===== src/hw/rtl/sfcd_pkg.sv =====
package sfcd_pkg;

  // check code: polynomial, start value, top bit
  localparam logic [7:0] CRC_POLY = 8'h31;
  localparam logic [7:0] CRC_INIT = 8'hFF;
  localparam logic [7:0] CRC_MSB  = 8'h80;

  // byte positions within a frame
  typedef logic [2:0] pos_t;
  localparam pos_t POS_FIRST = 3'd0;
  localparam pos_t POS_CHK1  = 3'd2;
  localparam pos_t POS_CHK2  = 3'd5;
  localparam pos_t POS_LAST  = 3'd5;

  // frame kinds
  localparam logic KIND_MEAS = 1'b0;
  localparam logic KIND_ID   = 1'b1;

  // result status codes
  typedef logic [1:0] status_t;
  localparam status_t ST_OK   = 2'd0;
  localparam status_t ST_BAD1 = 2'd1;
  localparam status_t ST_BAD2 = 2'd2;

  // fixed point scaling: value = (raw * scale) >> 16, minus offset
  localparam int TEMP_SCALE  = 17500;
  localparam int TEMP_OFFSET = 4500;
  localparam int HUM_SCALE   = 10000;
  localparam int HUM_MAX     = 9999;
  localparam int TEMP_MIN    = -4500;

  // one finished frame, handed from the byte tracker to the scaler
  typedef struct packed {
    logic        kind;
    status_t     status;
    logic [15:0] word1;
    logic [15:0] word2;
  } frame_res_t;

  // one byte of crc-8, msb first, no final xor
  function automatic logic [7:0] crc_byte(input logic [7:0] crc, input logic [7:0] data);
    logic [7:0] c;
    c = crc ^ data;
    for (int k = 0; k < 8; k++) begin
      if ((c & CRC_MSB) != 8'h00) begin
        c = {c[6:0], 1'b0} ^ CRC_POLY;
      end else begin
        c = {c[6:0], 1'b0};
      end
    end
    return c;
  endfunction

endpackage


===== src/hw/rtl/sfcd_if.sv =====
// received byte channel
interface sfcd_in_if;
  logic       valid;
  logic       ready;
  logic       mode;
  logic       frame_start;
  logic [7:0] rx_byte;

  modport source (output valid, output mode, output frame_start, output rx_byte,
                  input ready);
  modport sink (input valid, input mode, input frame_start, input rx_byte,
                output ready);
endinterface

// decoded frame result channel
interface sfcd_out_if;
  logic               valid;
  logic               ready;
  logic               frame_kind;
  logic [1:0]         status;
  logic signed [14:0] temp_centi;
  logic [13:0]        hum_centi;
  logic [15:0]        device_id;

  modport source (output valid, output frame_kind, output status, output temp_centi,
                  output hum_centi, output device_id, input ready);
  modport sink (input valid, input frame_kind, input status, input temp_centi,
                input hum_centi, input device_id, output ready);
endinterface


===== src/hw/rtl/sfcd_frame.sv =====
module sfcd_frame (
  input  logic                clk,
  input  logic                rst_n,
  input  logic                in_valid,
  output logic                in_ready,
  input  logic                mode,
  input  logic                frame_start,
  input  logic [7:0]          rx_byte,
  output logic                res_valid,
  input  logic                res_ready,
  output sfcd_pkg::frame_res_t res
);
  import sfcd_pkg::*;

  pos_t        pos_r, pos_nxt, pos_cur, pos_inc;
  logic [7:0]  crc_r, crc_nxt, crc_cur;
  logic        kind_r, kind_cur;
  status_t     err_r, err_nxt, err_cur;
  logic [15:0] wbuf_r, wbuf_nxt, wbuf_cur;
  logic [15:0] word1_r, word1_nxt;
  logic        res_valid_r, res_valid_nxt;
  frame_res_t  res_r, res_nxt;
  logic        accept, first, is_chk, done;

  assign in_ready = !res_valid_r || res_ready;
  assign accept   = in_valid && in_ready;

  // frame start or position zero opens a fresh frame
  assign pos_cur  = frame_start ? POS_FIRST : pos_r;
  assign first    = (pos_cur == POS_FIRST);
  assign kind_cur = first ? mode : kind_r;
  assign crc_cur  = first ? CRC_INIT : crc_r;
  assign err_cur  = first ? ST_OK : err_r;
  assign wbuf_cur = first ? 16'h0000 : wbuf_r;
  assign is_chk   = (pos_cur == POS_CHK1) || (pos_cur == POS_CHK2);
  assign done     = (pos_cur == POS_CHK2) || ((pos_cur == POS_CHK1) && (kind_cur == KIND_ID));
  assign pos_inc  = pos_cur + 3'd1;

  // check byte compares, data byte shifts into the word and the crc
  always_comb begin
    crc_nxt   = crc_cur;
    err_nxt   = err_cur;
    wbuf_nxt  = wbuf_cur;
    word1_nxt = word1_r;
    if (is_chk) begin
      crc_nxt = CRC_INIT;
      if ((crc_cur != rx_byte) && (err_cur == ST_OK)) begin
        err_nxt = (pos_cur == POS_CHK1) ? ST_BAD1 : ST_BAD2;
      end
      if (pos_cur == POS_CHK1) begin
        word1_nxt = wbuf_cur;
      end
    end else begin
      crc_nxt  = crc_byte(crc_cur, rx_byte);
      wbuf_nxt = {wbuf_cur[7:0], rx_byte};
    end
  end

  // next byte position
  always_comb begin
    if (done || (pos_inc > POS_LAST)) begin
      pos_nxt = POS_FIRST;
    end else begin
      pos_nxt = pos_inc;
    end
  end

  // finished frame beat
  always_comb begin
    res_nxt.kind   = kind_cur;
    res_nxt.status = err_nxt;
    res_nxt.word1  = word1_nxt;
    res_nxt.word2  = wbuf_cur;
  end

  always_comb begin
    if (accept && done) begin
      res_valid_nxt = 1'b1;
    end else if (res_ready) begin
      res_valid_nxt = 1'b0;
    end else begin
      res_valid_nxt = res_valid_r;
    end
  end

  // control state
  always_ff @(posedge clk) begin
    if (!rst_n) begin
      pos_r       <= POS_FIRST;
      crc_r       <= CRC_INIT;
      kind_r      <= KIND_MEAS;
      err_r       <= ST_OK;
      res_valid_r <= 1'b0;
    end else begin
      res_valid_r <= res_valid_nxt;
      if (accept) begin
        pos_r  <= pos_nxt;
        crc_r  <= crc_nxt;
        kind_r <= kind_cur;
        err_r  <= err_nxt;
      end
    end
  end

  // data words and result payload
  always_ff @(posedge clk) begin
    if (accept) begin
      wbuf_r  <= wbuf_nxt;
      word1_r <= word1_nxt;
      if (done) begin
        res_r <= res_nxt;
      end
    end
  end

  assign res_valid = res_valid_r;
  assign res       = res_r;

endmodule


===== src/hw/rtl/sfcd_conv.sv =====
module sfcd_conv (
  input  logic                 clk,
  input  logic                 rst_n,
  input  logic                 res_valid,
  output logic                 res_ready,
  input  sfcd_pkg::frame_res_t res,
  output logic                 out_valid,
  input  logic                 out_ready,
  output logic                 frame_kind,
  output logic [1:0]           status,
  output logic signed [14:0]   temp_centi,
  output logic [13:0]          hum_centi,
  output logic [15:0]          device_id
);
  import sfcd_pkg::*;

  logic        out_valid_r;
  logic        kind_r;
  status_t     status_r;
  logic [14:0] temp_r, temp_nxt;
  logic [13:0] hum_r, hum_nxt;
  logic [15:0] id_r, id_nxt;
  logic [30:0] temp_prod;
  logic [29:0] hum_prod;
  logic        load, ok;

  assign res_ready = !out_valid_r || out_ready;
  assign load      = res_valid && res_ready;
  assign ok        = (res.status == ST_OK);

  // constant scaling of the raw words
  assign temp_prod = {15'd0, res.word1} * 31'(TEMP_SCALE);
  assign hum_prod  = {14'd0, res.word2} * 30'(HUM_SCALE);

  // fields that do not belong to the frame kind, or a bad check, read zero
  always_comb begin
    temp_nxt = '0;
    hum_nxt  = '0;
    id_nxt   = '0;
    if (ok) begin
      if (res.kind == KIND_ID) begin
        id_nxt = res.word1;
      end else begin
        temp_nxt = temp_prod[30:16] - 15'(TEMP_OFFSET);
        hum_nxt  = hum_prod[29:16];
      end
    end
  end

  // output register
  always_ff @(posedge clk) begin
    if (!rst_n) begin
      out_valid_r <= 1'b0;
    end else if (load) begin
      out_valid_r <= 1'b1;
    end else if (out_ready) begin
      out_valid_r <= 1'b0;
    end
  end

  always_ff @(posedge clk) begin
    if (load) begin
      kind_r   <= res.kind;
      status_r <= res.status;
      temp_r   <= temp_nxt;
      hum_r    <= hum_nxt;
      id_r     <= id_nxt;
    end
  end

  assign out_valid  = out_valid_r;
  assign frame_kind = kind_r;
  assign status     = status_r;
  assign temp_centi = $signed(temp_r);
  assign hum_centi  = hum_r;
  assign device_id  = id_r;

endmodule


===== src/hw/rtl/sensor_frame_crc_decoder.sv =====
// Sensor frame decoder: takes one received byte per cycle, checks each two-byte
// word against its crc-8 byte (poly 0x31, init 0xff) and gives one result beat
// per finished frame (six bytes for a measurement, three for an identifier).
// A byte is taken every cycle as long as the result side keeps up; the only
// thing that holds bytes back is a stalled result register. The result beat
// of a frame is registered first in the byte tracker's frame register and then
// in the scaling stage's output register.
// frame_start forces the byte to begin a new frame and drops any partial frame.
module sensor_frame_crc_decoder (
  input  logic              clk,
  input  logic              rst_n,
  sfcd_in_if.sink           in_bus,
  sfcd_out_if.source        out_bus
);
  import sfcd_pkg::*;

  logic       frm_valid;
  logic       frm_ready;
  frame_res_t frm;

  // byte position, crc and word tracking
  sfcd_frame u_frame (
    .clk         (clk),
    .rst_n       (rst_n),
    .in_valid    (in_bus.valid),
    .in_ready    (in_bus.ready),
    .mode        (in_bus.mode),
    .frame_start (in_bus.frame_start),
    .rx_byte     (in_bus.rx_byte),
    .res_valid   (frm_valid),
    .res_ready   (frm_ready),
    .res         (frm)
  );

  // unit scaling and result register
  sfcd_conv u_conv (
    .clk        (clk),
    .rst_n      (rst_n),
    .res_valid  (frm_valid),
    .res_ready  (frm_ready),
    .res        (frm),
    .out_valid  (out_bus.valid),
    .out_ready  (out_bus.ready),
    .frame_kind (out_bus.frame_kind),
    .status     (out_bus.status),
    .temp_centi (out_bus.temp_centi),
    .hum_centi  (out_bus.hum_centi),
    .device_id  (out_bus.device_id)
  );

endmodule


===== src/flat_wrapper.sv =====
// flat-port wrapper written by rule: the top's interface ports become plain ports
module sensor_frame_crc_decoder_flat import sfcd_pkg::*;
  (clk, rst_n, in_bus_valid, in_bus_mode, in_bus_frame_start, in_bus_rx_byte, in_bus_ready, out_bus_valid, out_bus_frame_kind, out_bus_status, out_bus_temp_centi, out_bus_hum_centi, out_bus_device_id, out_bus_ready);
  sfcd_in_if in_bus_i ();
  sfcd_out_if out_bus_i ();
  input  logic clk;
  input  logic rst_n;
  input wire logic [$bits(in_bus_i.valid)-1:0] in_bus_valid;
  input wire logic [$bits(in_bus_i.mode)-1:0] in_bus_mode;
  input wire logic [$bits(in_bus_i.frame_start)-1:0] in_bus_frame_start;
  input wire logic [$bits(in_bus_i.rx_byte)-1:0] in_bus_rx_byte;
  output wire logic [$bits(in_bus_i.ready)-1:0] in_bus_ready;
  output wire logic [$bits(out_bus_i.valid)-1:0] out_bus_valid;
  output wire logic [$bits(out_bus_i.frame_kind)-1:0] out_bus_frame_kind;
  output wire logic [$bits(out_bus_i.status)-1:0] out_bus_status;
  output wire logic [$bits(out_bus_i.temp_centi)-1:0] out_bus_temp_centi;
  output wire logic [$bits(out_bus_i.hum_centi)-1:0] out_bus_hum_centi;
  output wire logic [$bits(out_bus_i.device_id)-1:0] out_bus_device_id;
  input wire logic [$bits(out_bus_i.ready)-1:0] out_bus_ready;
  assign in_bus_i.valid = in_bus_valid;
  assign in_bus_i.mode = in_bus_mode;
  assign in_bus_i.frame_start = in_bus_frame_start;
  assign in_bus_i.rx_byte = in_bus_rx_byte;
  assign in_bus_ready = in_bus_i.ready;
  assign out_bus_valid = out_bus_i.valid;
  assign out_bus_frame_kind = out_bus_i.frame_kind;
  assign out_bus_status = out_bus_i.status;
  assign out_bus_temp_centi = out_bus_i.temp_centi;
  assign out_bus_hum_centi = out_bus_i.hum_centi;
  assign out_bus_device_id = out_bus_i.device_id;
  assign out_bus_i.ready = out_bus_ready;
  sensor_frame_crc_decoder u_core (.clk(clk), .rst_n(rst_n), .in_bus(in_bus_i), .out_bus(out_bus_i));
endmodule

===== config.mk =====
export PLATFORM = sky130hd
export DESIGN_NAME = sensor_frame_crc_decoder_flat
export DESIGN_NICKNAME = d
export VERILOG_FILES = /design/src/hw/rtl/sfcd_pkg.sv /design/src/hw/rtl/sfcd_if.sv /design/src/hw/rtl/sfcd_frame.sv /design/src/hw/rtl/sfcd_conv.sv /design/src/hw/rtl/sensor_frame_crc_decoder.sv /design/src/flat_wrapper.sv
export SDC_FILE = /design/constraint.sdc
export NUM_CORES = 1
export LEC_CHECK = 0
export BUFFER_PORTS_ARGS = -buffer_cell sky130_fd_sc_hd__buf_2
export CORE_MARGIN = 5
export CORE_UTILIZATION = 63
export DETAILED_ROUTE_END_ITERATION = 12
export GPL_TIMING_DRIVEN = 0
export PLACE_DENSITY = 0.91
export REMOVE_ABC_BUFFERS = 1
export SYNTH_ARGS = -nofsm -noshare
export SYNTH_HDL_FRONTEND = slang
export SYNTH_SLANG_ARGS = --single-unit
export TNS_END_PERCENT = 30

===== constraint.sdc =====
create_clock -name clk -period 5.89 [get_ports clk]
set_input_delay 0.2945 -clock clk [delete_from_list [all_inputs] [get_ports clk]]
set_output_delay 0.2945 -clock clk [all_outputs]
set_load 0.01 [all_outputs]

==> results.md, run 1 <==
* ANT cells at 0
* Syn-to-layout area delta at 12.8%
* Comb pwr share at 13.7%
* Inst Count DP at 1291
* Yosys cell types at 60
* Synth top area cells: edfxtp_1 (32%), ha_1 (19%), fa_1 (14%), inv_1 (7.0%), dfxtp_1 (2.9%)
* WP data required at 6030 ps
* DR vias/cell at 5.96
* Die area at 20000 sq um
* Hold crit path type: input pin to flop
* Clock power frac at 41.7%
* Post-route DRC at 0
* Clock root cell: clkbuf_16
* CTS tree: done
* Global Route Usage Sum at 25.0%
* Kind of critical path: flop to flop
* Multi-input gate area at 6450 sq um
* Drt total wl at 25.9 mm
* R2R Path Start: u_core.u_frame.res[24]
* FF+latch count, synth at 131
* Ys Warns at 0
* R2R depth at 19
* Synth area leader: edfxtp_1
* FILL cells at 1052
* Total power at 2350 uW
* H-tree depth at 4
* CP delay by family, top: adder cells
* Number of top-level pins at 64
* Slowest-stage cell, CP: fa_1
* Sequential area share after synthesis at 34.7%
* Cell Int Power at 1700 uW
* Synth Area in Simple Gates at 9.20%
* Post-synthesis mux area share at 1.30%
* LEAKAGE at 0.00574 uW
* RePlAce Congestion at 0.883
* Average routed wire per standard cell at 19.3 um
* Mapped Area at 10900 sq um
* Vias in the first global route at 8047
* Async set or reset register ratio after synthesis at 0%
* Tcrit/Tclk final at 100%
* Largest family of logic cells by synthesized area: adder cells
* Clock Path Buffers at 2
* Die Y at 141 um
* Sw Ratio at 27.5%
* Largest net degree at the start of global routing at 48
* Post-synth EDFFs at 115
* Peak supply drop at 239 uV
* Reg area at 3770 sq um
* List of most frequent post-synthesis cells: inv_1 (203), ha_1 (169), edfxtp_1 (115), fa_1 (78), nand2_1 (69)
* Synth Flop Type: edfxtp_1
* Buffers on Ports at 63
* Hold Crit Depth at 2
* Slew HR at 32.1%
* Count leader, synth: inv_1
* Syn_area_per_cell at 10.6 sq um
* Post-synthesis adder-cell area fraction at 33.8%
* Top-area cell type share of the netlist area at 31.7%
* Final setup vio count at 1
* Clock buffer count from CTS at 17
* Power density cells at 191 nW/um^2
* Global route total overflow at 0
* WP buf/inv at 3
* Critical Path, Cell by Cell: buf_4 -> ha_1 -> fa_1 -> ha_1 -> fa_1 -> inv_1 -> fa_1 -> inv_1 -> ha_4 -> a21o_1 -> o2111ai_4 -> a21boi_2 -> or4b_4 -> a21oi_4 -> xnor2_4 -> o31a_1 -> o21ai_2 -> mux2i_1 -> a21oi_2
* Launching element type of the critical path: flop
* Core ar. at 17100 sq um
* CP dominant cell by count: fa_1
* DRT Pass-1 Iters at 9
* Critical Path Stages at 19
* Max-Cap Viols at 0
* Nets at 1363
* Die X at 141 um
* Measured slew at the worst slew-check pin at 1010 ps
* Status: finished with violations
* Post-route insts no fill at 1340
* Switching pwr at 645 uW
* Fin crit period at 5900 ps
* Pre-CTS setup slack at -134 ps
* Post-synthesis compound-gate area fraction at 9.27%
* Via count at 7993
* Setup crit start: u_core.u_frame.res[24]
* Layout cell share with drive strength beyond 1 at 13.7%
* Synth Instances at 1022
* Worst setup EP type: flop
* PnR worst setup slack at -14.2 ps
* Initial antenna violation count at 0
* Hpwl dp at 17.5 mm
* Initial DRC Count at 706
* Clk Latency, worst-skew pair at 440 ps
* Seq pwr share at 44.6%
* Site row count at 48
* Failing checks: negative setup slack
* Clock Skews at 16.3 ps
* CTS Sinks at 131
* Initial Util at 63.6%
* Slew Limit Fails at 0
* Delay of the slowest critical-path stage at 560 ps
* Reg clk slew, reported paths at 70 ps
* Final ANT Viol Nets at 0
* Final hold viol count at 0
* Crit path DAT at 6040 ps
* First-pass GRT wire length at 39.6 mm
* F_max at 0.169 GHz
* Worst Path Max Fanout at 7
* Hold path startpoint: rst_n
* Xor/xnor cell area share of the yosys netlist at 4.09%
## stage by stage
stage | util, % | setup TNS, ps | area, sq um | hold WS [ps]
floorplan | - | 0 | 10800 | 356
global placement | 66.6 | 0 | 11400 | 467
detailed placement | 66.8 | -179 | 11400 | 489
CTS | 70.4 | 0 | 12100 | 162
global route | 71.7 | -300 | 12300 | 173
finish | 71.7 | -14.2 | 12300 | 174
## registers in the layout, summed over array words and instances (netlist names)
register                  cells
u_core.u_conv.status          2
u_core.u_frame.crc_r          8
u_core.u_frame.res           35
u_core.u_frame.wbuf_r        16
u_core.u_conv.out_valid       1
u_core.u_conv.device_id      16
u_core.u_frame.err_r          2
u_core.u_frame.pos_r          3
u_core.u_conv.temp_centi     15
u_core.u_frame.kind_r         1
u_core.u_frame.word1_r       16
u_core.u_conv.hum_centi      14
u_core.u_frame.res_valid      1
u_core.u_conv.frame_kind      1
## layout by cell type, fill, tap and decap left out, drive strengths merged, types with 6 or more instances in the layout
master / n
inv: 206
ha: 169
edfxtp: 115
buf: 81
fa: 78
nand2: 69
o21ai: 44
nor2: 41
xnor2: 34
a21oi: 31
and2: 28
a21o: 21
clkbuf: 17
dfxtp: 16
xor2: 16
nor3: 14
mux2: 9
nand4: 9
clkinv: 9
nand3: 8
o21a: 7
o22ai: 7
nand2b: 6
a211oi: 6
nor3b: 6
## path summary, 6_finish.rpt
path / endpoint / slack, ps
setup / recovery: u_core.u_conv.temp_centi[14] / -10
hold / removal: u_core.u_frame.crc_r[2] / 170
setup reg to reg: u_core.u_conv.temp_centi[14] / -10
hold reg to reg: u_core.u_conv.out_valid / 500
## power groups by stage
stage | Clock (uW) | Combinational (uW) | Sequential, uW
2_1_floorplan | 0 | 225 | 1060
3_3_place_gp | 0 | 274 | 1070
3_5_place_dp | 0 | 292 | 1070
4_1_cts | 970 | 297 | 1050
5_1_grt | 1030 | 354 | 1050
6_report | 980 | 321 | 1050
## metal layers
metal | part of all wire, % | vias to the layer above | wire length (um) | global-route usage [%]
met2 | 51 | 411 | 13200 | 43.8
met1 | 37 | 3839 | 9540 | 30.1
met3 | 7.3 | 120 | 1880 | 5.59
li1 | - | 3623 | - | -
met4 | 4.7 | 0 | 1230 | 9.85
met5 | 0 | - | 0 | 0
## repair_timing
item	in CTS	in global routing
endpoints found under the setup margin	2	6
setup buffers	11	5
pin swaps	0	20
gates resized for setup	1	26
hold buffers	0	0
## logic make-up after synthesis
| group | Yosys count |
|---|---|
| AOI/OAI and AO/OA | 154 |
| xor gates and xnor gates | 50 |
| adders and majority gates | 247 |
| buffers and inverters | 223 |
| DFF | 131 |
| muxes | 13 |
| and+or+nand+nor | 204 |
## area by class of cell
class	instances	share of cell area, %
Multi-Input combinational cell	668	52.5
Sequential cell	131	30.7
Inverter	203	6.20
Timing Repair Buffer	81	3.93
Clock buffer	17	3.46
Tap cell	225	2.29
Clock inverter	15	0.876
No activity file was read; power rests on OpenSTA's default activity.
==> inputs of run 2 (changes only) <==
--- a/config.mk
+++ b/config.mk
@@ -7,10 +7,10 @@
 export LEC_CHECK = 0
 export BUFFER_PORTS_ARGS = -buffer_cell sky130_fd_sc_hd__buf_2
 export CORE_MARGIN = 5
-export CORE_UTILIZATION = 63
+export CORE_UTILIZATION = 45
 export DETAILED_ROUTE_END_ITERATION = 12
 export GPL_TIMING_DRIVEN = 0
-export PLACE_DENSITY = 0.91
+export PLACE_DENSITY = 0.71
 export REMOVE_ABC_BUFFERS = 1
 export SYNTH_ARGS = -nofsm -noshare
 export SYNTH_HDL_FRONTEND = slang
==> results.md, run 2 (synthesis results as in run 1) <==
* FILL cells at 2124 (was 1052)
* Measured slew at the worst slew-check pin at 1090 ps (was 1010 ps)
* Status: complete, no violations (was finished with violations)
* WP data required at 6150 ps (was 6030 ps)
* Final ANT Viol Nets at 0 (unchanged)
* Initial Util at 45.3% (was 63.6%)
* Kind of critical path: flop to flop (unchanged)
* DR vias/cell at 5.02 (was 5.96)
* Via count at 7216 (was 7993)
* H-tree depth at 4 (unchanged)
* RSZ-0062 raised after global routing: no
* Worst setup EP type: flop (unchanged)
* WP buf/inv at 4 (was 3)
* CTS Sinks at 131 (unchanged)
* Critical Path, Cell by Cell: ha_1 -> inv_1 -> fa_1 -> inv_1 -> ha_1 -> fa_1 -> inv_1 -> fa_1 -> inv_1 -> ha_1 -> a21o_1 -> a31oi_1 -> o221a_2 -> nand2_1 -> xnor2_1 -> ha_1 -> nor3_2 -> o31a_1 -> o21ai_2 -> o221a_2 -> a21oi_2 (was buf_4 -> ha_1 -> fa_1 -> ha_1 -> fa_1 -> inv_1 -> fa_1 -> inv_1 -> ha_4 -> a21o_1 -> o2111ai_4 -> a21boi_2 -> or4b_4 -> a21oi_4 -> xnor2_4 -> o31a_1 -> o21ai_2 -> mux2i_1 -> a21oi_2)
* Slowest-stage cell, CP: fa_1 (unchanged)
* Global Route Usage Sum at 15.8% (was 25.0%)
* Initial DRC Count at 423 (was 706)
* Die Y at 166 um (was 141 um)
* ANT cells at 0 (unchanged)
* Hold crit path type: input pin to flop (unchanged)
* Post-route insts no fill at 1437 (was 1340)
* Die X at 166 um (was 141 um)
* Hpwl dp at 15.6 mm (was 17.5 mm)
* Tcrit/Tclk final at 95.4% (was 100%)
* Peak supply drop at 182 uV (was 239 uV)
* Global route total overflow at 0 (unchanged)
* Max-Cap Viols at 0 (unchanged)
* Layout cell share with drive strength beyond 1 at 12.5% (was 13.7%)
* Clock buffer count from CTS at 17 (unchanged)
* Power density cells at 199 nW/um^2 (was 191 nW/um^2)
* Most frequent cells in the layout: inv_1 (201), ha_1 (169), edfxtp_1 (115) (was inv_1 (202), ha_1 (164), edfxtp_1 (115))
* Vias in the first global route at 7088 (was 8047)
* DRT Pass-1 Iters at 4 (was 9)
* Inst Count DP at 1390 (was 1291)
* CP delay by family, top: adder cells (unchanged)
* Hold buffers post-CTS at 0 (unchanged)
* LEAKAGE at 0.00577 uW (was 0.00574 uW)
* Initial antenna violation count at 0 (unchanged)
* Average routed wire per standard cell at 14.3 um (was 19.3 um)
* Clock root cell: clkbuf_16 (unchanged)
* Launching element type of the critical path: flop (unchanged)
* Clock Skews at 15.7 ps (was 16.3 ps)
* Post-route DRC at 0 (unchanged)
* Worst Path Max Fanout at 5 (was 7)
* Delay of the slowest critical-path stage at 530 ps (was 560 ps)
* Site row count at 57 (was 48)
* First-pass GRT wire length at 34.3 mm (was 39.6 mm)
* Die area at 27400 sq um (was 20000 sq um)
* F_max at 0.178 GHz (was 0.169 GHz)
* Slew Limit Fails at 0 (unchanged)
* Buffers on Ports at 63 (unchanged)
* Final setup vio count at 0 (was 1)
* Slew HR at 27.2% (was 32.1%)
* Max FFs per register at 35 (unchanged)
* Fin crit period at 5620 ps (was 5900 ps)
* Number of top-level pins at 64 (unchanged)
* Clock Path Buffers at 2 (unchanged)
* Clk Latency, worst-skew pair at 430 ps (was 440 ps)
* Nets at 1361 (was 1363)
* Final hold viol count at 0 (unchanged)
* Largest net degree at the start of global routing at 48 (unchanged)
* Drt total wl at 20.6 mm (was 25.9 mm)
* RePlAce Congestion at 0.863 (was 0.883)
* Total power at 2450 uW (was 2350 uW)
* Core ar. at 24000 sq um (was 17100 sq um)
* Reg clk slew, reported paths at 70 ps (about the same)
* Most common cell after layout, fill and taps aside: inv_1 (unchanged)
* Crit path DAT at 5880 ps (was 6040 ps)
* CTS tree: done (unchanged)
* Syn-to-layout area delta at 13.5% (was 12.8%)
-- run 2: cell count changes in the layout (fill, tap and decap cells not counted), sizes merged --
cell / change
clkinv: -6
bufinv: +1
clkinvlp: -3
buf: -2
inv: +6
clkbuf: +2
-- run 2: final timing paths --
check	startpoint	to	slack, ps	cells after the start
worst max-delay path	u_core.u_frame.res[26]	u_core.u_conv.temp_centi[14]	270	21
worst min-delay path	rst_n	u_core.u_frame.crc_r[4]	170	2
worst max register to register	u_core.u_frame.res[26]	u_core.u_conv.temp_centi[14]	270	21
worst min register to register	u_core.u_frame.err_r[1]	u_core.u_frame.err_r[1]	480	2
-- run 2: per-layer routing --
metal  GRT usage [%]  wire, um
met1            22.4     10100
met2            25.4      9500
met3            2.76       723
met4            3.82       240
met5               0         0
-- run 2: through the flow --
step | worst slack, ps | setup TNS [ps] | cell area [sq um] | utilization [%] | hold WS, ps
detailed placement | -83.4 | -83.4 | 11600 | 48.1 | 478
global route | 1.72 | 0 | 12400 | 51.4 | 172
CTS | 12.4 | 0 | 12200 | 50.9 | 154
global placement | -10.6 | -10.6 | 11500 | 48.0 | 472
floorplan | 481 | 0 | 10800 | - | 356
finish | 274 | 0 | 12400 | 51.4 | 166
-- run 2: power by group --
part | switching [uW] | internal (uW) | leakage (uW)
sequential | 15.3 | 1030 | 0.00111
clock | 462 | 654 | 0.000309
combinational | 165 | 126 | 0.00435
-- run 2: timing repair --
item	CTS	global route
setup buffers	5	9
pin swaps	0	1
resized for setup	1	7
endpoints found under the setup margin	1	6
-- run 2: final cells by class --
cell class              instances  area (sq um)  share of cell area, %
inverters                     203           762                   6.17
well taps                     324           405                   3.28
multi-input cells             668          6330                   51.2
repair buffers                 79           460                   3.73
flip-flops and latches        131          3770                   30.5
clock inverters                13           150                   1.22
clock buffers                  19           475                   3.85
==> inputs of run 3 (changes only) <==
--- a/config.mk
+++ b/config.mk
@@ -11,7 +11,6 @@
 export DETAILED_ROUTE_END_ITERATION = 12
 export GPL_TIMING_DRIVEN = 0
 export PLACE_DENSITY = 0.71
-export REMOVE_ABC_BUFFERS = 1
 export SYNTH_ARGS = -nofsm -noshare
 export SYNTH_HDL_FRONTEND = slang
 export SYNTH_SLANG_ARGS = --single-unit
==> results.md, run 3 (synthesis results as in run 1) <==
* Die X at 166 um (unchanged)
* Slowest-stage cell, CP: edfxtp_1 (was fa_1)
* Clk Latency, worst-skew pair at 420 ps (was 430 ps)
* Final core occ at 51.9% (was 51.4%)
* Die area at 27400 sq um (unchanged)
* Reg clk slew, reported paths at 60 ps (was 70 ps)
* Global route total overflow at 0 (unchanged)
* CTS Sinks at 131 (unchanged)
* Most frequent cells in the layout: inv_1 (203), ha_1 (164), edfxtp_1 (115) (was inv_1 (201), ha_1 (169), edfxtp_1 (115))
* Kind of critical path: flop to flop (unchanged)
* Die Y at 166 um (unchanged)
* Pre-CTS setup slack at -114 ps (was -83.4 ps)
* GRT Max-Usage Layer: met2 (unchanged)
* CTS tree: done (unchanged)
* WP data required at 6030 ps (was 6150 ps)
* Most common cell after layout, fill and taps aside: inv_1 (unchanged)
* Hpwl dp at 16.4 mm (was 15.6 mm)
* Drt total wl at 21.5 mm (was 20.6 mm)
* Layout cell share with drive strength beyond 1 at 12.4% (was 12.5%)
* Global Route Usage Sum at 16.4% (was 15.8%)
* Site row count at 57 (unchanged)
* First-pass GRT wire length at 35.5 mm (was 34.3 mm)
* Tcrit/Tclk final at 95.2% (was 95.4%)
* Hold crit path type: input pin to flop (unchanged)
* Max FFs per register at 35 (unchanged)
* Power density cells at 195 nW/um^2 (was 199 nW/um^2)
* Via count at 7251 (was 7216)
* Launching element type of the critical path: flop (unchanged)
* Max-Cap Viols at 0 (unchanged)
* Initial Util at 45.3% (unchanged)
* Worst setup EP type: flop (unchanged)
* Total power at 2430 uW (was 2450 uW)
* Crit path DAT at 5750 ps (was 5880 ps)
* Final setup vio count at 0 (unchanged)
* Number of top-level pins at 64 (unchanged)
* CP dominant cell by count: fa_1
* Peak supply drop at 186 uV (was 182 uV)
* Largest net degree at the start of global routing at 36 (was 48)
* Clock Skews at 12.3 ps (was 15.7 ps)
* Met3 usage at 2.85% (was 2.76%)
* H-tree depth at 4 (unchanged)
* Initial antenna violation count at 0 (unchanged)
* Reg area at 3770 sq um (unchanged)
* Nets at 1381 (was 1361)
* Multi-input gate area at 6370 sq um (was 6330 sq um)
* Worst Path Max Fanout at 7 (was 5)
* LEAKAGE at 0.00580 uW (was 0.00577 uW)
* Critical Path, Cell by Cell: ha_4 -> fa_1 -> ha_1 -> inv_1 -> fa_1 -> fa_1 -> inv_1 -> ha_1 -> and3_1 -> o2111ai_2 -> nand2_1 -> o41ai_2 -> xor2_1 -> ha_2 -> nor3_2 -> o31a_1 -> o21ai_2 -> mux2i_1 -> a21oi_2 (was ha_1 -> inv_1 -> fa_1 -> inv_1 -> ha_1 -> fa_1 -> inv_1 -> fa_1 -> inv_1 -> ha_1 -> a21o_1 -> a31oi_1 -> o221a_2 -> nand2_1 -> xnor2_1 -> ha_1 -> nor3_2 -> o31a_1 -> o21ai_2 -> o221a_2 -> a21oi_2)
* Clock Path Buffers at 2 (unchanged)
* DR vias/cell at 4.98 (was 5.02)
* PnR worst setup slack at 282 ps (was 274 ps)
* Clock root cell: clkbuf_16 (unchanged)
* Fin crit period at 5610 ps (was 5620 ps)
* Average routed wire per standard cell at 14.8 um (was 14.3 um)
* Post-route DRC at 0 (unchanged)
* Slew HR at 10.7% (was 27.2%)
* Measured slew at the worst slew-check pin at 1340 ps (was 1090 ps)
* Final ANT Viol Nets at 0 (unchanged)
* DRT Pass-1 Iters at 4 (unchanged)
* Status: complete, no violations (unchanged)
* F_max at 0.178 GHz (about the same)
* Delay of the slowest critical-path stage at 580 ps (was 530 ps)
* Post-Syn Nets at 1283
* Hold buffers post-CTS at 0 (unchanged)
* Initial DRC Count at 353 (was 423)
* Clock buffer count from CTS at 17 (unchanged)
* ANT cells at 0 (unchanged)
* RSZ-0062 raised after global routing: no (unchanged)
* Buffers on Ports at 61 (was 63)
* Met2 GRT Util at 27.2% (was 25.4%)
* Slew Limit Fails at 0 (unchanged)
* FILL cells at 2102 (was 2124)
* Syn-to-layout area delta at 14.6% (was 13.5%)
* Vias in the first global route at 7249 (was 7088)
* Final hold viol count at 0 (unchanged)
* GR Util met1 at 22.2% (was 22.4%)
* Core ar. at 24000 sq um (unchanged)
* RePlAce Congestion at 0.859 (was 0.863)
## run 3: cell types whose count changed in the layout (fill, tap and decap cells not counted), sizes merged
cell | previous run | this run
buf | 79 | 81
inv | 212 | 205
clkinv | 3 | 2
clkbuf | 19 | 46
bufinv | 1 | 0
## run 3: worst max-delay path: cells and delay by family, from the launching register on
| kind | cells | cell delay [ps] |
|---|---|---|
| XOR/XNOR | 1 | 280 |
| adder cells (fa/ha/maj) | 7 | 2610 |
| AO/OA/AOI/OAI | 5 | 1120 |
| buffers and inverters | 2 | 120 |
| flip-flops | 1 | 580 |
| AND/OR/NAND/NOR | 3 | 390 |
| multiplexers | 1 | 240 |
## run 3: repair_timing
action                                  CTS  global route
endpoints found under the hold margin     0             0
resized for setup                         1            12
setup buffers                             1            15
endpoints found under the setup margin    2             6
pin swaps                                 0            12
## run 3: final cells by class
class	count	area share (%)
Inverter	203	6.11
Sequential cell	131	30.2
Clock buffer	28	4.75
Timing Repair Buffer	79	3.73
Multi-Input combinational cell	668	51.1
Clock inverter	4	0.211
Tap cell	324	3.25
Buffer	20	0.622
## run 3: power by group
| group | switching, uW | internal, uW |
|---|---|---|
| Combinational | 172 | 132 |
| Clock | 389 | 689 |
| Sequential | 13.7 | 1030 |
## run 3: worst paths after layout
kind,cells past startpoint,slack (ps),start,endpoint
worst max-delay path,19,280,u_core.u_frame.res[24],u_core.u_conv.temp_centi[14]
worst min-delay path,2,180,rst_n,u_core.u_frame.pos_r[1]
worst max register to register,19,280,u_core.u_frame.res[24],u_core.u_conv.temp_centi[14]
worst min register to register,1,500,u_core.u_frame.kind_r,u_core.u_frame.kind_r
## run 3: through the flow
step	setup TNS, ps	instances	cell area, sq um	hold slack (ps)
after floorplan	0	1022	10900	423
after global placement	-21.2	1407	11600	471
after detailed placement	-114	1409	11600	491
after CTS	0	1442	12300	173
after global routing	0	1457	12500	184
final	0	1457	12500	182
## run 3: layer usage
layer  share of wire, %  vias to the layer above
li1                   -                     3654
met1                 47                     3435
met2                 48                      139
met3                4.2                       23
met4                1.4                        0
met5                  0                        -
